**config.mk**
```make
export PLATFORM = sky130hd
export DESIGN_NAME = status_frame_parser_core
export DESIGN_NICKNAME = d
export VERILOG_FILES = /design/src/sv/sfp_pkg.sv /design/src/sv/status_frame_parser_core.sv /design/src/sv/sfp_window.sv /design/src/sv/sfp_flags.sv
export SDC_FILE = /design/constraint.sdc
export NUM_CORES = 1
export LEC_CHECK = 0
export BUFFER_PORTS_ARGS = -buffer_cell sky130_fd_sc_hd__clkbuf_2
export CORE_MARGIN = 1.5
export CORE_UTILIZATION = 53
export CTS_CLUSTER_SIZE = 8
export DETAILED_ROUTE_END_ITERATION = 10
export GPL_TIMING_DRIVEN = 0
export PLACE_DENSITY_LB_ADDON = 0.1
export SETUP_SLACK_MARGIN = 0.4
export SLEW_MARGIN = 0
export SYNTH_ARGS = -nofsm -noshare
export SYNTH_HDL_FRONTEND = slang
export SYNTH_HIERARCHICAL = 1
export SYNTH_SLANG_ARGS = --single-unit
```
**constraint.sdc**
```tcl
create_clock -name clk -period 3.6 [get_ports clk]
set_input_delay 0.72 -clock clk [delete_from_list [all_inputs] [get_ports clk]]
set_output_delay 0.72 -clock clk [all_outputs]
set_load 0.005 [all_outputs]
```
**src/sv/sfp_pkg.sv**
```systemverilog
package sfp_pkg;

	localparam int WIN_DEPTH = 4;
	localparam int CNT_W     = $clog2(WIN_DEPTH + 1);
	localparam int IDX_W     = $clog2(WIN_DEPTH);
	localparam int OUT_W     = 24;

	localparam logic [7:0] HDR_BYTE = 8'h55;

	// event codes
	localparam logic [7:0] EV_COMM_SET  = 8'h05;
	localparam logic [7:0] EV_COMM_CLR  = 8'h06;
	localparam logic [7:0] EV_ESTOP_SET = 8'h07;
	localparam logic [7:0] EV_ESTOP_CLR = 8'h08;
	localparam logic [7:0] EV_HEARTBEAT = 8'h0E;

	// heartbeat state codes (detail bits 2..0)
	localparam logic [2:0] HB_COMM_ERR = 3'd4;
	localparam logic [2:0] HB_ESTOP    = 3'd5;

	localparam int CUTOFF_BIT = 6;

	typedef struct packed {
		logic [7:0] code;
		logic [7:0] detail;
		logic [7:0] status;
	} sfp_frame_t;

	typedef struct packed {
		logic       comm_fault;
		logic       estop;
		logic       cutoff;
		logic [2:0] latches;   // timeout, protocol, checksum
	} sfp_flags_t;

endpackage

```
**src/sv/status_frame_parser_core.sv**
```systemverilog
// Result: m_axis_tvalid rises once the checksum byte has gone through the byte
//   register and its result has been written into the result register.
// Throughput: one byte transfer per cycle; the byte register stalls only when a
//   checksum byte completes a frame while the result register is still held.
// Reset: arst_n clears the window count, status flags, error latches and both
//   valid bits at once; held window bytes and result payload are not reset.
module status_frame_parser_core
	import sfp_pkg::*;
(
	input  logic             clk,
	input  logic             arst_n,
	input  logic             s_axis_tvalid,
	output logic             s_axis_tready,
	input  logic [7:0]       s_axis_tdata,  // [7:0] rx_byte
	output logic             m_axis_tvalid,
	input  logic             m_axis_tready,
	// [7:0] event_code, [15:8] ev_detail, [16] comm_fault, [17] estop_active,
	// [18] movement_cutoff, [19] timeout_latched, [20] protocol_latched,
	// [21] checksum_latched, [23:22] zero
	output logic [OUT_W-1:0] m_axis_tdata
);

	// input byte register
	logic       valid_s1;
	logic [7:0] byte_s1;

	// result register
	logic             out_valid_q;
	logic [OUT_W-1:0] out_data_q;

	logic       hit;
	logic       out_free;
	logic       advance;
	sfp_frame_t frame;
	sfp_flags_t flags_next;

	// A byte leaves the input register unless it would emit a result into a busy
	// result register; bytes that emit nothing always move on.
	assign out_free      = !out_valid_q || m_axis_tready;
	assign advance       = valid_s1 && (!hit || out_free);
	assign s_axis_tready = !valid_s1 || advance;

	always_ff @(posedge clk or negedge arst_n) begin
		if (!arst_n) begin
			valid_s1 <= 1'b0;
		end else if (s_axis_tready) begin
			valid_s1 <= s_axis_tvalid;
		end
	end

	always_ff @(posedge clk) begin
		if (s_axis_tvalid && s_axis_tready)
			byte_s1 <= s_axis_tdata;
	end

	// window, header resync and checksum
	sfp_window u_window (
		.clk     (clk),
		.arst_n  (arst_n),
		.rx_byte (byte_s1),
		.advance (advance),
		.hit     (hit),
		.frame   (frame)
	);

	// frame decode and flag state
	sfp_flags u_flags (
		.clk        (clk),
		.arst_n     (arst_n),
		.frame      (frame),
		.commit     (advance && hit),
		.flags_next (flags_next)
	);

	always_ff @(posedge clk or negedge arst_n) begin
		if (!arst_n) begin
			out_valid_q <= 1'b0;
		end else if (advance && hit) begin
			out_valid_q <= 1'b1;
		end else if (m_axis_tready) begin
			out_valid_q <= 1'b0;
		end
	end

	always_ff @(posedge clk) begin
		if (advance && hit)
			out_data_q <= {2'b00,
				flags_next.latches[0], flags_next.latches[1], flags_next.latches[2],
				flags_next.cutoff, flags_next.estop, flags_next.comm_fault,
				frame.detail, frame.code};
	end

	assign m_axis_tvalid = out_valid_q;
	assign m_axis_tdata  = out_data_q;

endmodule

```
**src/sv/sfp_window.sv**
```systemverilog
module sfp_window
	import sfp_pkg::*;
(
	input  logic       clk,
	input  logic       arst_n,
	input  logic [7:0] rx_byte,
	input  logic       advance,
	output logic       hit,
	output sfp_frame_t frame
);

	logic [7:0]       win_q [WIN_DEPTH];
	logic [CNT_W-1:0] count_q;
	logic [7:0]       csum;
	logic [7:0]       rest [WIN_DEPTH];
	logic             full;

	assign full = (count_q >= CNT_W'(WIN_DEPTH));
	assign csum = win_q[0] ^ win_q[1] ^ win_q[2] ^ win_q[3];
	assign hit  = full && (csum == rx_byte);

	assign frame.code   = win_q[1];
	assign frame.detail = win_q[2];
	assign frame.status = win_q[3];

	always_comb begin
		rest[0] = win_q[1];
		rest[1] = win_q[2];
		rest[2] = win_q[3];
		rest[3] = rx_byte;
	end

	// count and held bytes; held bytes need no reset, only entries below count are read
	always_ff @(posedge clk or negedge arst_n) begin
		if (!arst_n) begin
			count_q <= '0;
		end else if (advance) begin
			priority if (count_q == '0) begin
				if (rx_byte == HDR_BYTE)
					count_q <= CNT_W'(1);
			end else if (!full) begin
				count_q <= count_q + CNT_W'(1);
			end else if (hit) begin
				count_q <= '0;
			end else if (rest[0] == HDR_BYTE) begin
				count_q <= CNT_W'(4);
			end else if (rest[1] == HDR_BYTE) begin
				count_q <= CNT_W'(3);
			end else if (rest[2] == HDR_BYTE) begin
				count_q <= CNT_W'(2);
			end else if (rest[3] == HDR_BYTE) begin
				count_q <= CNT_W'(1);
			end else begin
				count_q <= '0;
			end
		end
	end

	always_ff @(posedge clk) begin
		if (advance) begin
			priority if (count_q == '0) begin
				win_q[0] <= rx_byte;
			end else if (!full) begin
				win_q[count_q[IDX_W-1:0]] <= rx_byte;
			end else if (hit) begin
				win_q[0] <= win_q[0];
			end else if (rest[0] == HDR_BYTE) begin
				for (int i = 0; i < WIN_DEPTH; i++) win_q[i] <= rest[i];
			end else if (rest[1] == HDR_BYTE) begin
				win_q[0] <= rest[1];
				win_q[1] <= rest[2];
				win_q[2] <= rest[3];
			end else if (rest[2] == HDR_BYTE) begin
				win_q[0] <= rest[2];
				win_q[1] <= rest[3];
			end else begin
				win_q[0] <= rest[3];
			end
		end
	end

endmodule

```
**src/sv/sfp_flags.sv**
```systemverilog
module sfp_flags
	import sfp_pkg::*;
(
	input  logic       clk,
	input  logic       arst_n,
	input  sfp_frame_t frame,
	input  logic       commit,
	output sfp_flags_t flags_next
);

	sfp_flags_t flags_q;
	logic [2:0] hb_state;

	assign hb_state = frame.detail[2:0];

	always_comb begin
		flags_next        = flags_q;
		flags_next.cutoff = frame.status[CUTOFF_BIT];
		unique case (frame.code)
			EV_COMM_SET:  flags_next.comm_fault = 1'b1;
			EV_COMM_CLR:  flags_next.comm_fault = 1'b0;
			EV_ESTOP_SET: flags_next.estop = 1'b1;
			EV_ESTOP_CLR: flags_next.estop = 1'b0;
			EV_HEARTBEAT: begin
				flags_next.latches = frame.detail[7:5];
				flags_next.estop   = (hb_state == HB_ESTOP);
				if (hb_state == HB_COMM_ERR)
					flags_next.comm_fault = 1'b1;
				else if (hb_state != HB_ESTOP)
					flags_next.comm_fault = 1'b0;
			end
			default: ;
		endcase
	end

	always_ff @(posedge clk or negedge arst_n) begin
		if (!arst_n) begin
			flags_q <= '0;
		end else if (commit) begin
			flags_q <= flags_next;
		end
	end

endmodule

```
==> metrics <==
status finished clean; Slowest-stage cell, CP edfxtp_1; core area 6390 sq um; Leak 1.82 nW; syn avg cell area 14.3 sq um; fin crit share 85.1%; crit-path cells xnor3_1, xnor2_1, nor4_4, and3_4, a21boi_4, nand2_1, a211oi_1, a21boi_4, buf_4, nor2_1, a211o_1; top cells by area, synth edfxtp_1 53%, dfrtp_1 7.1%, xnor3_1 5.1%, mux2_1 2.6%, nand2_1 2.2%; Clock Pin Slew Worst Setup and Hold Paths 80 ps; RSZ-0062 raised after global routing no; count leader, synth edfxtp_1; Die Ht 84.4 microns; fraction of layout instances using a drive strength above 1 31.4%; Cell Pwr Density 604 nW/um^2; area grow syn2layout 22.0%; drt drc 0; grt ovf 0; CP required 3700 ps; HPWL Detailed 4510 microns; CTS Root Cell clkbuf_8; sum of buffers and inverters on the critical path 1; all-layer global routing usage 20.9%; CP endpoint kind register; first-pass GRT wire length 11,200 microns; Vias 2,217; worst slack at placement -115 ps; Port Buffer Count 35; DIE AREA 7120 sq um; Slew HR 36.3%; initial antenna violation count 0; final setup violation count 0; top-area cell type share of the netlist area 53.0%; Final Net Count 326; CTS Buf Count 9; Netlist Area Pre-Place 3510 sq um; top cells by count, synth 62 x edfxtp_1, 21 x nand2_1, 11 x nor2_1, 10 x and3_1, 10 x dfrtp_1; Worst Skew 4.61 ps; Max clock buf depth 2; Antenna Nets Post-Route 0; Placed Instances 359; number of global-route vias before repair 2,124; Async SR Flop Fraction 13.9%; critical path's largest stage delay 480 ps; HP Class primary input to async pin; final hold vios 0; Synth cell types 49; worst-skew pair later-pin latency 350 ps; final worst path period need 3060 ps; hold buffers post-CTS 0; CTS tree built; Die Wd 84.4 microns; Setup CP Type register to register; YS warnings 6; drt pass-1 iters 7; Synth area leader edfxtp_1; arrival time of the worst setup path 3170 ps; Ant. Diodes 0; FMAX 326 MHz; ys flop type edfxtp_1; CTS sink cnt 72; element type at the critical path start register; row cnt 29; total power 2.59 mW; Peak VDD IR 0.000354 V; CP dominant cell by count a21boi_4; Starting Density 55.0%; largest net degree at the start of global routing 27; Setup WS post-layout 536 ps; Synth Register Bits 72; drt via density 5.66; Boundary Pins 38; worst hold slack 241 ps; wire length per cell 17.5 microns; largest fanout on the critical path 10; fin cells 392; synthesized netlist cell count 246; fin. max-slew vios 0; GPL Wtd Cong 0.832; number of synthesized flops with an enable pin 62; routed wire length 6850 microns; sequential area share after synthesis 60.2%; slew at the pin with the worst max-slew slack 954 ps; Max-Cap Viols 0; Detailed Route Iter0 Violations 166; Crit path max-delay family compound AO/OA/AOI/OAI gates; H-tree Lvls 3
-- placed cells by master (no fill, tap or decap), types with 5 or more instances in the layout --
cell type,Yosys,layout
a211o_1,8,8
clkbuf_8,0,9
xor2_1,9,9
dfrtp_1,10,10
o21ai_0,5,5
nand2b_1,7,7
and2_1,8,8
nand2_1,21,19
nor4bb_1,6,6
nor2b_1,5,5
mux2_1,8,8
xnor3_1,8,8
nor2_1,11,10
buf_4,3,20
xnor2_1,8,5
clkbuf_2,0,35
edfxtp_1,62,62
and3_1,10,9
-- flip-flops by register name, summed over array words and instances (netlist names) --
| name | count |
|---|---|
| m_axis_tdata | 22 |
| u_window/count_q | 3 |
| u_flags/flags_q | 5 |
| valid_s1 | 1 |
| u_window/win_q | 32 |
| byte_s1 | 8 |
| m_axis_tvalid | 1 |
-- worst paths after layout --
| kind | from | endpoint | slack [ps] | depth (start not counted) |
|---|---|---|---|---|
| max in group asynchronous | arst_n | m_axis_tvalid | 3130 | 1 |
| hold / removal | arst_n | u_window/count_q[0] | 240 | 1 |
| hold reg to reg | u_flags/flags_q[2] | u_flags/flags_q[2] | 510 | 1 |
| setup / recovery | u_window/win_q[2][4] | u_window/win_q[1][6] | 540 | 11 |
| setup reg to reg | u_window/win_q[2][4] | u_window/win_q[1][6] | 540 | 11 |
| min in group clk | u_flags/flags_q[2] | u_flags/flags_q[2] | 510 | 1 |
-- cells by family after synthesis --
| group | count (synthesis) | share of synthesized area (%) |
|---|---|---|
| and+or+nand+nor | 85 | 15.1 |
| DFF | 72 | 60.2 |
| other | 1 | 0.107 |
| muxes | 14 | 4.81 |
| AOI/OAI and AO/OA | 36 | 7.70 |
| xor gates and xnor gates | 25 | 9.38 |
| adders and majority gates | 4 | 1.43 |
| buffers and inverters | 9 | 1.32 |
-- layer usage --
layer	wire [microns]	GRT usage, %	part of all wire, %	vias to the layer above
met3	397	5.51	5.8	9
met5	0	0	0	-
met1	3160	29.1	46	1081
li1	-	-	-	1054
met4	82	6.60	1.2	0
met2	3210	32.4	47	73
-- report_power, final --
part	internal (mW)	switching [mW]
Clock	0.461	0.314
Sequential	1.05	0.0979
Combinational	0.326	0.340
Total	1.84	0.751
-- metrics by stage --
step                      instance area, sq um  util, %  setup TNS, ps
after detailed placement                  3790     59.4          -1130
after CTS                                 4200     65.8              0
after global routing                      4280     67.0              0
final                                     4280     67.0              0
after floorplan                           3520        -              0
after global placement                    3790     59.3           -255
-- layout make-up --
type / instances / area (sq um)
sequential: 72 / 2110
multi-input combinational: 166 / 1460
clock inverter: 7 / 120
tap: 77 / 96.3
buffer: 6 / 37.5
fill: 476 / 2110
clock buffer: 9 / 124
inverter: 3 / 11.3
timing repair buffer: 52 / 315
-- timing repair --
item / CTS / global route
buffers inserted: 9 / 8
pin swaps: 2 / 2
gates resized for setup: 18 / 3
setup endpoints to repair: 76 / 37
Note: power is estimated with default switching activity, not from simulation.
